==> config.mk <==
export PLATFORM = sky130hd
export DESIGN_NAME = fps_alu
export DESIGN_NICKNAME = d
export VERILOG_FILES = /design/src/rtl/core/fps_pkg.sv /design/src/rtl/core/fps_alu.sv
export SDC_FILE = /design/constraint.sdc
export NUM_CORES = 1
export LEC_CHECK = 0
export BUFFER_PORTS_ARGS = -buffer_cell sky130_fd_sc_hd__buf_4
export CAP_MARGIN = 40
export CORE_AREA = 2 2 124 126
export DETAILED_ROUTE_END_ITERATION = 12
export DIE_AREA = 0 0 126 128
export PLACE_DENSITY_LB_ADDON = 0.05
export SKIP_LAST_GASP = 1
export SYNTH_ARGS = -nofsm -noshare
export SYNTH_HDL_FRONTEND = slang
export SYNTH_SLANG_ARGS = --single-unit
==> constraint.sdc <==
create_clock -name vclk -period 11.3
set_input_delay 0.565 -clock vclk [all_inputs]
set_output_delay 0.565 -clock vclk [all_outputs]
set_load 0.005 [all_outputs]
==> src/rtl/core/fps_pkg.sv <==
`default_nettype none

package fps_pkg;

  // field widths fixed by the item format
  localparam int OP_W    = 2;
  localparam int POS_W   = 11;
  localparam int DELTA_W = 32;
  localparam int SUM_W   = 64;

  // tree index: one bit above a position so the climb never overflows
  localparam int IDX_W   = POS_W + 1;

  localparam logic [POS_W-1:0] SIZE_RESET = 11'd1024;

  localparam logic [OP_W-1:0] OP_ADD   = 2'd0;
  localparam logic [OP_W-1:0] OP_QUERY = 2'd1;
  localparam logic [OP_W-1:0] OP_CLEAR = 2'd2;

  typedef enum logic [2:0] {
    ST_INIT,
    ST_IDLE,
    ST_ADD_RD,
    ST_ADD_WR,
    ST_QRY_RD,
    ST_QRY_ACC,
    ST_CLR,
    ST_DONE
  } state_t;

  typedef struct packed {
    logic acc_sel;  // add onto the running sum instead of the delta
    logic zero;     // force a zero result for the clearing sweep
  } alu_ctl_t;

endpackage

`default_nettype wire

==> src/rtl/core/fps_alu.sv <==
`default_nettype none

module fps_alu (
  input  wire fps_pkg::alu_ctl_t                 ctl,
  input  wire logic        [fps_pkg::SUM_W-1:0]  acc,
  input  wire logic signed [fps_pkg::DELTA_W-1:0] delta,
  input  wire logic        [fps_pkg::SUM_W-1:0]  rd_data,
  input  wire logic        [fps_pkg::IDX_W-1:0]  k,
  output logic             [fps_pkg::SUM_W-1:0]  sum,
  output logic             [fps_pkg::IDX_W-1:0]  k_up,
  output logic             [fps_pkg::IDX_W-1:0]  k_down
);

  logic [fps_pkg::SUM_W-1:0] delta_ext;
  logic [fps_pkg::SUM_W-1:0] addend;
  logic [fps_pkg::IDX_W-1:0] low_bit;

  assign delta_ext = {{(fps_pkg::SUM_W - fps_pkg::DELTA_W){delta[fps_pkg::DELTA_W-1]}}, delta};
  assign addend    = ctl.acc_sel ? acc : delta_ext;

  // one shared wrapping adder serves both the update and the accumulate
  always_comb begin
    if (ctl.zero) begin
      sum = '0;
    end else begin
      sum = addend + rd_data;
    end
  end

  // lowest set bit of the tree index
  assign low_bit = k & (~k + fps_pkg::IDX_W'(1));
  assign k_up    = k + low_bit;
  assign k_down  = k - low_bit;

endmodule

`default_nettype wire

==> results.cfg, run 1 <==
[detailed_routing]
viasPerCell = 5.377
drt_first_pass_iters = 4
totalWireLength_microns = 18450
drt_iter0_drc = 328
ant_nets = 0
drcViolationCount = 0
num_vias = 6539
wl_per_cell_microns = 15.17

[global_route]
grt_pass1_vias = 6257
grt_use_total = 0.2136
grt_max_degree = 71
antenna_found_initial = 0
grt_pass1_wl_microns = 29730
grt-ovfl-total = 0

[worst_setup_path]
crit_path_end_kind = output pin
crit_fanout = 65
critPathLaunchType = input port
crit_type = input port to output pin
crit_chain = buf_4, nand2b_1, buf_4, nand2_1, ha_1, a21o_1, a21oi_1, nor2b_1, a2111oi_0, o2bb2ai_1, or2_4, a311oi_2, mux2_1, buf_4
crit_arrival_ns = 4.45
max_stage_delay_ns = 0.61
slowest_stage = a2111oi_0
worst-path-buf-inv = 3
crit_top_cell = buf_4
required_ns = 10.74
cp_top_family = compound AO/OA/AOI/OAI gates

[layout]
num-clock-buffers = 0
regArea_sq_um = 0
final_core_util = 0.4811
syn_to_final_growth_pct = 39.59
fin_cells = 1216
drive_gt1_frac = 0.2986
n_sequential_cell = 0
final_nets = 1268
antenna_cells = 0

[timing]
hold_violations = 0
fmax_mhz = 199.5
drv_slew = 0
max-slew-margin-rel = 0.4848
worstMarginPinSlew_ns = 0.7728
period_share = 0.4436
setup_viol = 0
period_needed_ns = 5.013
rsz0062_at_grt = no
final.setup.tns_ns = 0

[place]
place.gp.congestion = 0.8980
dp.cells = 1216
hpwlAfterDp_microns = 15380
io_buffers = 260

[yosys]
yosysTopAreaCell = ha_1
yosysTopAreaCellShare = 0.1539
syn_area_per_cell_sq_um = 6.355
yosys-top-cells-area = ha_1 (15%), nand2_1 (8.9%), a21oi_1 (7.5%)
synth_area_sq_mm = 0.005122
synthTopCellsByCount = nand2_1 (122), nor2_1 (102), a21oi_1 (77)
yosys.cell_count.top_type = nand2_1
yosys.area_share.simple = 0.3183
synth_fa_ha_area_frac = 0.1578
syn_inst = 806
synth_top_family_by_area = simple AND/OR/NAND/NOR gates
synth-xor-area-share = 0.07865
yosys.cell_types.count = 74
synthMuxAreaShare = 0.08818
synth_compound_area_frac = 0.3085
yosysWarnings = 0
synth-seq-area-share = 0

[floorplanning]
die_h_microns = 128
dieArea_sq_mm = 0.01613
die_w_microns = 126
start_util = 0.3446
core_area_sq_mm = 0.01486
boundaryPins = 262
row_count = 45

[pwr]
pwr-share-clk = 0
power_w = 0.0004608
combPwrFrac = 1.000
ir_drop_mv = 0.03219
power.share.switching = 0.5179
seq_power_share = 0
power_density_mw_per_mm2 = 64.44
p_sw_w = 0.0002387
p_int_w = 0.0002221
p_leak_nw = 3.586

[worst_hold_path]
holdPathStages = 3
hp-start = k[11]
min_to = k_up[11]
min_path_type = input port to output pin

[job]
maxCapViolCount = 0

[run_status]
outcome = finished, final reports clean

[clock_tree]
hold_buffers = 0
postCtsSetupRepairBufs = 0
ctsResizeCount = 0
-- worst max-delay path by stage --
stage	startpoint	endpoint	cells past startpoint
6_report	ctl[1]	sum[58]	14
5_1_grt	ctl[1]	sum[58]	14
4_1_cts	ctl[1]	sum[58]	14
3_5_place_dp	ctl[1]	sum[58]	14
3_3_place_gp	ctl[1]	sum[58]	14
2_1_floorplan	ctl[1]	sum[58]	14
-- layer usage --
metal,vias to the layer above,global-route usage,wire (microns)
li1,3360,-,-
met1,2969,0.2912,8506
met2,204,0.3817,8747
met3,6,0.02045,1117
met4,0,0.01422,78
met5,-,0,0
-- layout make-up --
type / instances / area [sq um]
Fill cell: 1637 / 7714
Multi-Input combinational cell: 747 / 4881
Timing Repair Buffer: 261 / 1959
Tap cell: 188 / 235.2
Inverter: 20 / 75.07
-- cells by family after synthesis --
| logic type | Yosys count |
|---|---|
| buf+inv | 60 |
| fa+ha+maj | 64 |
| mux | 40 |
| xor+xnor | 46 |
| simple gates | 352 |
| compound gates | 243 |
| other cells | 1 |
-- layout by cell type, fill, tap and decap left out, types with 11 or more instances in the layout --
master / synthesis / layout
xor2_1: 27 / 27
nand2_1: 122 / 122
o21ai_0: 41 / 41
o21a_1: 11 / 11
mux2_2: 32 / 32
nand3_1: 15 / 15
nor3_1: 18 / 18
a21oi_1: 77 / 77
ha_1: 63 / 63
a31oi_1: 14 / 14
inv_1: 20 / 20
buf_4: 2 / 261
nor2_1: 102 / 102
xnor2_1: 19 / 19
nor2b_1: 23 / 23
and3_1: 11 / 11
nand2b_1: 11 / 11
a21o_1: 31 / 31
nand4_1: 14 / 14
-- per-stage QoR --
step	area, sq um	setup slack (ns)	hold WS [ns]
global route	7151	5.853	1.451
CTS	7151	6.227	1.426
floorplan	5126	6.895	1.193
global placement	7151	6.215	1.425
detailed placement	7151	6.229	1.428
finish	7151	6.287	1.429
-- power groups by stage --
stage	registers (W)	logic, W	clock network [W]
after CTS	0	0.000462	0
after detailed placement	0	0.000459	0
final	0	0.000461	0
after global routing	0	0.000513	0
after global placement	0	0.000462	0
after floorplan	0	0.000281	0
No activity file was read; power rests on OpenSTA's default activity.
==> run 2: changes to the inputs <==
clock period = 4.35 ns   (was 11.3 ns; I/O delays follow)
==> run 2 against run 1 <==
Hold slack got worse by 0.69 ns. Via count rose by 0.63%. Cell count rose by 0.49%. Flip-flop and latch count did not move. Utilization rose by 0.30 points. Die area did not move. Clock-buffer cell count did not move. Combinational power rose to 2.6 times the previous value. First-iteration DRC count fell by 4.6%.
==> results.cfg, run 2 (synthesized netlist as in run 1, its figures left out) <==
[run_status]
outcome = finished, final reports clean

[layout]
num-clock-buffers = 0
antenna_cells = 0
n_sequential_cell = 0
most-common-layout-cells = buf_4 (267), nand2_1 (122), nor2_1 (102), a21oi_1 (77), ha_1 (63)
drive_gt1_frac = 0.3027
final_nets = 1274
final_common_cell = buf_4
regArea_sq_um = 0
fillers = 1649
syn_to_final_growth_pct = 40.47

[floorplanning]
boundaryPins = 262
core_area_sq_mm = 0.01486
die_w_microns = 126
start_util = 0.3446
row_count = 45
die_h_microns = 128
dieArea_sq_mm = 0.01613

[detailed_routing]
totalWireLength_microns = 18220
drcViolationCount = 0
num_vias = 6580
ant_nets = 0
drt_iter0_drc = 313
viasPerCell = 5.385
drt_first_pass_iters = 5
wl_per_cell_microns = 14.91

[worst_hold_path]
min_path_type = input port to output pin
min_to = k_down[11]
holdPathStages = 3
hp-start = k[11]

[timing]
hold_violations = 0
setup_viol = 0
period_needed_ns = 4.040
rsz0062_at_grt = no
period_share = 0.9288
final.setup.tns_ns = 0
fmax_mhz = 247.5
worstMarginPinSlew_ns = 0.7514
drv_slew = 0
max-slew-margin-rel = 0.4991
worst_hold_slack_ns = 0.7433

[place]
io_buffers = 260
hpwlAfterDp_microns = 15460
place.gp.congestion = 0.8867

[worst_setup_path]
worst-path-buf-inv = 3
crit_chain = buf_4, buf_4, mux2_2, ha_1, and3_1, nand2_1, a2111oi_1, a31oi_2, nand2_1, a21oi_1, o22ai_1, mux2_1, buf_4
max_stage_delay_ns = 0.47
crit_fanout = 30
crit_top_cell = buf_4
cp_top_family = compound AO/OA/AOI/OAI gates
crit_path_end_kind = output pin
required_ns = 4.13
crit_type = input port to output pin
crit_arrival_ns = 3.82
slowest_stage = a2111oi_1
critPathLaunchType = input port

[global_route]
grt_pass1_wl_microns = 29070
grt_util_met1 = 0.2801
grt_use_total = 0.2076
grt-ovfl-total = 0
busiest_layer = met2
antenna_found_initial = 0
grt_pass1_vias = 6126
met3_usage = 0.02671
gr-usage-met2 = 0.3700
grt_max_degree = 71

[pwr]
power_density_mw_per_mm2 = 167.2
ir_drop_mv = 0.06590
p_leak_nw = 3.614

[job]
maxCapViolCount = 0

[clock_tree]
hold_buffers = 0
ctsResizeCount = 0
postCtsSetupRepairBufs = 0
run 2: cell types whose count changed in the layout (fill, tap and decap cells not counted):
cell	previous run	this run
buf_4	261	267
run 2: worst max-delay path by stage:
stage	slack (ns)	cells past startpoint	end	start
floorplan	0.64	14	sum[58]	ctl[1]
global placement	0.42	13	sum[52]	ctl[1]
detailed placement	0.32	13	sum[52]	ctl[1]
CTS	0.31	13	sum[52]	ctl[1]
global route	0.04	13	sum[52]	ctl[1]
finish	0.31	13	sum[52]	ctl[1]
run 2: area by class of cell:
type	instances	area, sq um	area share
repair buffers	267	2004	0.2786
inverters	20	75.07	0.01043
multi-input cells	747	4881	0.6783
well taps	188	235.2	0.03269
run 2: metrics by stage:
stage                     setup WS (ns)  cells  total power, W  utilization  cell area [sq um]
after floorplan                  0.6405    807       0.0007308            -               5126
after global placement           0.4158   1222        0.001205       0.4841               7196
after detailed placement         0.3210   1222        0.001196       0.4841               7196
after CTS                        0.3089   1222        0.001203       0.4841               7196
after global routing            0.03728   1222        0.001330       0.4841               7196
final                            0.3099   1222        0.001203       0.4841               7196
run 2: tightest hold or removal path, delay by kind of cell:
| kind | cells | cell delay (ns) |
|---|---|---|
| buf+inv | 2 | 0.19 |
| compound gates | 1 | 0.12 |
run 2: routing by layer:
metal,share of wire,up-vias
met5,0,-
met1,0.46,2983
met4,0.0056,0
met3,0.069,10
met2,0.47,213
li1,-,3374
run 2: report_power, final:
part           total, W  switching, W  internal [W]
logic           0.00120      0.000621      0.000582
registers             0             0             0
clock network         0             0             0
