[src/rtl/core/fps_pkg.sv]
`default_nettype none

package fps_pkg;

  // field widths fixed by the item format
  localparam int OP_W    = 2;
  localparam int POS_W   = 11;
  localparam int DELTA_W = 32;
  localparam int SUM_W   = 64;

  // tree index: one bit above a position so the climb never overflows
  localparam int IDX_W   = POS_W + 1;

  localparam logic [POS_W-1:0] SIZE_RESET = 11'd1024;

  localparam logic [OP_W-1:0] OP_ADD   = 2'd0;
  localparam logic [OP_W-1:0] OP_QUERY = 2'd1;
  localparam logic [OP_W-1:0] OP_CLEAR = 2'd2;

  typedef enum logic [2:0] {
    ST_INIT,
    ST_IDLE,
    ST_ADD_RD,
    ST_ADD_WR,
    ST_QRY_RD,
    ST_QRY_ACC,
    ST_CLR,
    ST_DONE
  } state_t;

  typedef struct packed {
    logic acc_sel;  // add onto the running sum instead of the delta
    logic zero;     // force a zero result for the clearing sweep
  } alu_ctl_t;

endpackage

`default_nettype wire

[src/rtl/core/fps_ctrl.sv]
`default_nettype none

module fps_ctrl #(
  parameter int USED = 1024,
  parameter int AW   = 10
) (
  input  wire logic                              clk,
  input  wire logic                              rst_n,
  input  wire logic                              cfg_wr_en,
  input  wire logic        [fps_pkg::POS_W-1:0]  cfg_wr_data,
  input  wire logic                              in_tvalid,
  output logic                                   in_tready,
  input  wire logic        [fps_pkg::OP_W-1:0]   in_op,
  input  wire logic        [fps_pkg::POS_W-1:0]  in_pos,
  input  wire logic signed [fps_pkg::DELTA_W-1:0] in_delta,
  output logic                                   out_tvalid,
  input  wire logic                              out_tready,
  output logic             [fps_pkg::SUM_W-1:0]  out_sum,
  output logic                                   out_status,
  output logic                                   mem_we,
  output logic             [AW-1:0]              mem_waddr,
  output logic             [AW-1:0]              mem_raddr,
  output fps_pkg::alu_ctl_t                      alu_ctl,
  output logic             [fps_pkg::SUM_W-1:0]  alu_acc,
  output logic signed      [fps_pkg::DELTA_W-1:0] alu_delta,
  output logic             [fps_pkg::IDX_W-1:0]  alu_k,
  input  wire logic        [fps_pkg::SUM_W-1:0]  alu_sum,
  input  wire logic        [fps_pkg::IDX_W-1:0]  alu_k_up,
  input  wire logic        [fps_pkg::IDX_W-1:0]  alu_k_down
);

  localparam logic [AW-1:0] CLR_LAST = AW'(USED - 1);

  fps_pkg::state_t state_r, state_nxt;

  logic [fps_pkg::POS_W-1:0]   size_r;
  logic [AW-1:0]               clr_r, clr_nxt;
  logic                        out_valid_r, out_valid_nxt;
  logic [fps_pkg::IDX_W-1:0]   k_r, k_nxt;
  logic [fps_pkg::SUM_W-1:0]   acc_r, acc_nxt;
  logic signed [fps_pkg::DELTA_W-1:0] delta_r, delta_nxt;
  logic                        status_r, status_nxt;
  logic [fps_pkg::SUM_W-1:0]   out_sum_r, out_sum_nxt;
  logic                        out_status_r, out_status_nxt;

  logic [fps_pkg::IDX_W-1:0]   n_eff;
  logic [fps_pkg::IDX_W-1:0]   pos_ext;
  logic [fps_pkg::IDX_W-1:0]   k_m1;
  logic                        add_bad;
  logic                        out_load;
  logic                        sweeping;

  // size register saturated into 1..USED
  always_comb begin
    if (size_r == '0) begin
      n_eff = fps_pkg::IDX_W'(1);
    end else if ({1'b0, size_r} > fps_pkg::IDX_W'(USED)) begin
      n_eff = fps_pkg::IDX_W'(USED);
    end else begin
      n_eff = {1'b0, size_r};
    end
  end

  assign pos_ext  = {1'b0, in_pos};
  assign add_bad  = (pos_ext == '0) || (pos_ext > n_eff);
  assign k_m1     = k_r - fps_pkg::IDX_W'(1);
  assign out_load = (state_r == fps_pkg::ST_DONE) && (!out_valid_r || out_tready);
  assign sweeping = (state_r == fps_pkg::ST_INIT) || (state_r == fps_pkg::ST_CLR);

  // next state
  always_comb begin
    state_nxt = state_r;
    case (state_r)
      fps_pkg::ST_INIT: begin
        if (clr_r == CLR_LAST) state_nxt = fps_pkg::ST_IDLE;
      end
      fps_pkg::ST_IDLE: begin
        if (in_tvalid) begin
          case (in_op)
            fps_pkg::OP_ADD:   state_nxt = add_bad ? fps_pkg::ST_DONE : fps_pkg::ST_ADD_RD;
            fps_pkg::OP_QUERY: state_nxt = (pos_ext == '0) ? fps_pkg::ST_DONE
                                                           : fps_pkg::ST_QRY_RD;
            fps_pkg::OP_CLEAR: state_nxt = fps_pkg::ST_CLR;
            default:           state_nxt = fps_pkg::ST_DONE;
          endcase
        end
      end
      fps_pkg::ST_ADD_RD:  state_nxt = fps_pkg::ST_ADD_WR;
      fps_pkg::ST_ADD_WR: begin
        state_nxt = (alu_k_up <= n_eff) ? fps_pkg::ST_ADD_RD : fps_pkg::ST_DONE;
      end
      fps_pkg::ST_QRY_RD:  state_nxt = fps_pkg::ST_QRY_ACC;
      fps_pkg::ST_QRY_ACC: begin
        state_nxt = (alu_k_down == '0) ? fps_pkg::ST_DONE : fps_pkg::ST_QRY_RD;
      end
      fps_pkg::ST_CLR: begin
        if (clr_r == CLR_LAST) state_nxt = fps_pkg::ST_DONE;
      end
      fps_pkg::ST_DONE: begin
        if (out_load) state_nxt = fps_pkg::ST_IDLE;
      end
      default: state_nxt = fps_pkg::ST_INIT;
    endcase
  end

  // outputs per state
  always_comb begin
    in_tready       = 1'b0;
    mem_we          = 1'b0;
    alu_ctl.acc_sel = 1'b0;
    alu_ctl.zero    = 1'b0;
    case (state_r)
      fps_pkg::ST_IDLE:    in_tready = 1'b1;
      fps_pkg::ST_ADD_WR:  mem_we = 1'b1;
      fps_pkg::ST_QRY_ACC: alu_ctl.acc_sel = 1'b1;
      fps_pkg::ST_INIT, fps_pkg::ST_CLR: begin
        mem_we       = 1'b1;
        alu_ctl.zero = 1'b1;
      end
      default: begin
        in_tready = 1'b0;
      end
    endcase
  end

  assign mem_waddr  = sweeping ? clr_r : k_m1[AW-1:0];
  assign mem_raddr  = k_m1[AW-1:0];
  assign alu_acc    = acc_r;
  assign alu_delta  = delta_r;
  assign alu_k      = k_r;
  assign out_tvalid = out_valid_r;
  assign out_sum    = out_sum_r;
  assign out_status = out_status_r;

  // datapath next values
  always_comb begin
    clr_nxt        = clr_r;
    k_nxt          = k_r;
    acc_nxt        = acc_r;
    delta_nxt      = delta_r;
    status_nxt     = status_r;
    out_sum_nxt    = out_sum_r;
    out_status_nxt = out_status_r;
    out_valid_nxt  = out_valid_r;

    if (sweeping) begin
      clr_nxt = (clr_r == CLR_LAST) ? '0 : clr_r + AW'(1);
    end

    if (state_r == fps_pkg::ST_IDLE && in_tvalid) begin
      acc_nxt    = '0;
      delta_nxt  = in_delta;
      status_nxt = (in_op == fps_pkg::OP_ADD) && add_bad;
      if (in_op == fps_pkg::OP_QUERY && pos_ext > n_eff) begin
        k_nxt = n_eff;
      end else begin
        k_nxt = pos_ext;
      end
    end

    if (state_r == fps_pkg::ST_ADD_WR) begin
      k_nxt = alu_k_up;
    end

    if (state_r == fps_pkg::ST_QRY_ACC) begin
      k_nxt   = alu_k_down;
      acc_nxt = alu_sum;
    end

    if (out_load) begin
      out_valid_nxt  = 1'b1;
      out_sum_nxt    = acc_r;
      out_status_nxt = status_r;
    end else if (out_tready) begin
      out_valid_nxt = 1'b0;
    end
  end

  always_ff @(posedge clk) begin
    if (!rst_n) begin
      state_r     <= fps_pkg::ST_INIT;
      clr_r       <= '0;
      size_r      <= fps_pkg::SIZE_RESET;
      out_valid_r <= 1'b0;
    end else begin
      state_r     <= state_nxt;
      clr_r       <= clr_nxt;
      out_valid_r <= out_valid_nxt;
      if (cfg_wr_en) begin
        size_r <= cfg_wr_data;
      end
    end
  end

  always_ff @(posedge clk) begin
    k_r          <= k_nxt;
    acc_r        <= acc_nxt;
    delta_r      <= delta_nxt;
    status_r     <= status_nxt;
    out_sum_r    <= out_sum_nxt;
    out_status_r <= out_status_nxt;
  end

endmodule

`default_nettype wire

[config.mk]
export PLATFORM = sky130hd
export DESIGN_NAME = fps_ctrl
export DESIGN_NICKNAME = d
export VERILOG_FILES = /design/src/rtl/core/fps_pkg.sv /design/src/rtl/core/fps_ctrl.sv
export SDC_FILE = /design/constraint.sdc
export NUM_CORES = 1
export LEC_CHECK = 0
export ABC_AREA = 0
export ABC_CLOCK_PERIOD_IN_PS = 6210
export BUFFER_PORTS_ARGS = -buffer_cell sky130_fd_sc_hd__buf_2
export CAP_MARGIN = 0
export CORE_MARGIN = 2
export CORE_UTILIZATION = 42
export DETAILED_ROUTE_END_ITERATION = 10
export HOLD_SLACK_MARGIN = 0.08
export PLACE_DENSITY_LB_ADDON = 0.15
export SLEW_MARGIN = 20
export SYNTH_ARGS = -nofsm -noshare
export SYNTH_HDL_FRONTEND = slang
export SYNTH_SLANG_ARGS = --single-unit
[constraint.sdc]
create_clock -name clk -period 6.21 [get_ports clk]
set_clock_uncertainty 0.15 [all_clocks]
set_input_delay 1.242 -clock clk [delete_from_list [all_inputs] [get_ports clk]]
set_output_delay 1.242 -clock clk [all_outputs]
set_load 0.1 [all_outputs]
==> qor.csv <==
stage;metric;value;unit
outcome;outcome;completed;
logic_synthesis;Synth async-reset ratio;0;%
layout;fin area;10880;sq um
setup_path;Reg2Reg Depth;11;
clock_network;post-CTS setup buffers;0;
pwr;Leakage;4.584;nW
global_routing;total grt overflow;0;
place;GPL Wtd Cong;0.8764;
place;HPWL after DPL;16900;um
pwr;clock power share;40.8;%
logic_synthesis;Compound-Gate Fraction of Synth Area;6.601;%
pwr;Comb pwr share;5.6;%
layout;Post-layout nets;1121;
setup_path;Reg-to-Reg End;alu_k[1]$_DFFE_PP_;
sta;setup_tns;0;ns
sta;RSZ-0062 raised after global routing;false;
setup_path;Worst R2R Start;size_r[4]$_SDFFE_PN0P_;
logic_synthesis;Post-Syn Area;8264;sq um
logic_synthesis;cells after synthesis;597;
logic_synthesis;largest family of logic cells by synthesized area;simple AND/OR/NAND/NOR gates;
logic_synthesis;count of cell types in the netlist;58;
drt;per-cell routed wire length;18.04;um
setup_path;critical path class;flip-flop to primary output;
setup_path;crit start category;flip-flop;
logic_synthesis;Mean Syn Cell Area;13.84;sq um
drt;Via density;4.908;
logic_synthesis;post-synthesis adder-cell area fraction;4.239;%
worst_hold_path;hold path cells;0;
pwr;P_sw;0.6427;mW
logic_synthesis;Post-synth EDFFs;174;
layout;most frequent cells in the layout;346 x buf_2, 174 x edfxtp_1, 71 x and2_1;
global_routing;gr usage total;20.68;%
sta;Setup violations, final;0;
logic_synthesis;top_reg_cell synth;edfxtp_1;
global_routing;largest net degree at the start of global routing;78;
logic_synthesis;Syn. warnings;0;
layout;Area Overhead vs Synth;31.69;%
global_routing;vias in the first global route;5645;
logic_synthesis;Simple-Gate Fraction of Synth Area;15.02;%
place;Port Buffers;346;
clock_network;CTS sink count;199;
pwr;Power, Total;2.701;mW
drt;Residual DRC;0;
logic_synthesis;mux cell area share after synthesis;1.605;%
floorplanning;initial core utilization;42.60;%
clock_network;Reg clk slew, reported paths;0.08;ns
sta;worst slew margin relative to its limit;41.76;%
pwr;VDD IR max;201.8;uV
clock_network;post_cts resized;0;
layout;share of post-route cells with drive strength above 1;41.38;%
clock_network;CTS Buf Count;17;
clock_network;CTS Hold Bufs;0;
clock_network;CTS tree;yes;
drt;Detailed Route WL;22070;um
floorplanning;Die Y;144.3;um
worst_hold_path;hold_sp;status_r$_DFFE_PP_;
setup_path;Arr. time, crit path;2.62;ns
sta;min cycle time layout;4.011;ns
setup_path;CP Max Fanout;4;
logic_synthesis;sequential share of the synthesized area;69.28;%
layout;fill cell count;1739;
worst_hold_path;Hold Path Class;flip-flop to flip-flop;
sta;Worst-Margin Slew;0.8736;ns
place;Placement Cell Area;10280;sq um
floorplanning;num ports;347;
sta;fmax;0.2493;GHz
setup_path;CP Capture Type;primary output;
sta;max-slew violations;0;
drt;first-pass iteration count of the detailed router;5;
layout;most common cell after layout, fill and taps aside;buf_2;
worst_hold_path;Hold EP;out_status$_DFFE_PP_;
sta;fin crit share;64.59;%
logic_synthesis;FF+latch count, synth;199;
logic_synthesis;Post-Synth XOR/XNOR Area;1.378;%
floorplanning;core box area;19400;sq um
run;max_cap viols;0;
sta;Hold Vio Cnt, Final;0;
clock_network;Max clock buf depth;2;
layout;post-layout util;56.10;%
logic_synthesis;syn nets;774;
pwr;sequential power share;53.6;%
floorplanning;# rows;51;
global_routing;initial antenna violation count;1;
pwr;internal power;2.059;mW
clock_network;CTS root buf;clkbuf_16;
pwr;Sw Ratio;23.79;%
drt;vias;6002;
clock_network;worst skew pair latency;0.43;ns
floorplanning;Die Span X;144.3;um
setup_path;Critical Path RT;4.82;ns
drt;Routed Antenna Nets;0;
clock_network;H-tree levels;4;
floorplanning;Die Area;20820;sq um
setup_path;R2R setup slack;2.78;ns
global_routing;first-pass GRT wire length;31690;um
drt;First DRT Iteration DRCs;328;
pwr;power per cell area;248.2;nW/um^2
Yosys cell counts (3+ instances only):
library cell    n  area share (%)
a21o_1          3            0.27
nand4_1         9            0.68
and2_1         71             5.4
xor2_1          7            0.74
a31oi_1         3            0.23
buf_2           4            0.24
a21oi_1        14            0.85
clkbuf_1       16            0.73
o211ai_1        7            0.64
o211a_1         3            0.36
or3_1           7            0.53
mux2i_1        11             1.3
nor3_1          6            0.36
nand2b_1        3            0.23
nor4_1          8            0.61
dfxtp_1        25             6.1
inv_1          11            0.50
edfxtp_1      174              63
o22ai_1         4            0.30
nor2b_1        15             1.1
o21ai_0        16            0.97
ha_1           28             4.2
a22oi_1         5            0.45
nand2_1        35             1.6
nor2_1         45             2.0
nand3_1        11            0.67
xnor2_1         6            0.64
a41o_1          4            0.48
and3_1          5            0.38
o32a_1          3            0.36
state kept, by name (all words and copies together), names as in the netlist:
register    cells
alu_acc        64
alu_delta      32
alu_k          12
clr_r          10
out_status      1
out_sum        64
out_tvalid      1
size_r         11
state_r         3
status_r        1
power groups by stage:
stage	logic, mW	clock network (mW)	registers, mW
finish	0.151	1.10	1.45
global route	0.166	1.18	1.45
CTS	0.150	1.13	1.45
detailed placement	0.150	0	1.48
global placement	0.149	0	1.48
floorplan	0.0823	0	1.48
worst max-delay path: stages, from the launching register on:
cell and delay, ns:
edfxtp_1 0.46, nor4_2 0.34, nand2b_1 0.10, or3_1 0.36, nor3_2 0.14, xor2_1 0.20
mux2_2 0.17, buf_2 0.41
worst max-delay path by stage:
stage                         endpoint  depth (start not counted)                from  slack, ns
finish                    mem_waddr[9]                          7  alu_k[3]$_DFFE_PP_       2.20
global placement    alu_k[3]$_DFFE_PP_                          8          in_pos[10]       2.48
detailed placement  alu_k[3]$_DFFE_PP_                          8          in_pos[10]       2.48
CTS                       mem_waddr[9]                          7  alu_k[3]$_DFFE_PP_       2.18
global route              mem_waddr[9]                          7  alu_k[3]$_DFFE_PP_       2.01
floorplan                 mem_waddr[2]                          5  alu_k[0]$_DFFE_PP_      -0.20
metrics by stage:
step	cells	hold slack, ns	setup WS [ns]
after floorplan	597	0.2503	-0.2018
after global placement	1190	0.2595	2.479
after detailed placement	1190	0.2563	2.485
after CTS	1222	0.2781	2.185
after global routing	1223	0.2932	2.011
final	1223	0.2731	2.199
cell type report:
cell class	count	area [sq um]	area share [%]
Tap cell	265	331.6	3.047
Sequential cell	199	5725	52.61
Clock inverter	15	170.2	1.564
Inverter	14	52.55	0.4829
Clock buffer	17	425.4	3.909
Multi-Input combinational cell	361	2406	22.11
Timing Repair Buffer	351	1769	16.26
Antenna cell	1	2.502	0.02299
routing by layer:
| metal | part of all wire, % | track usage (%) | vias up |
|---|---|---|---|
| met5 | 0 | 0 | - |
| met4 | 2.8 | 7.971 | 0 |
| met3 | 7.9 | 5.397 | 35 |
| met2 | 50 | 36.09 | 280 |
| met1 | 39 | 24.55 | 2779 |
| li1 | - | - | 2908 |
cells by family after synthesis:
kind of cell,count (synthesis)
flip-flops,199
AO/OA/AOI/OAI,78
adder cells (fa/ha/maj),28
AND/OR/NAND/NOR,229
buffers and inverters,37
multiplexers,13
XOR/XNOR,13
(Power assumes the default switching activity.)
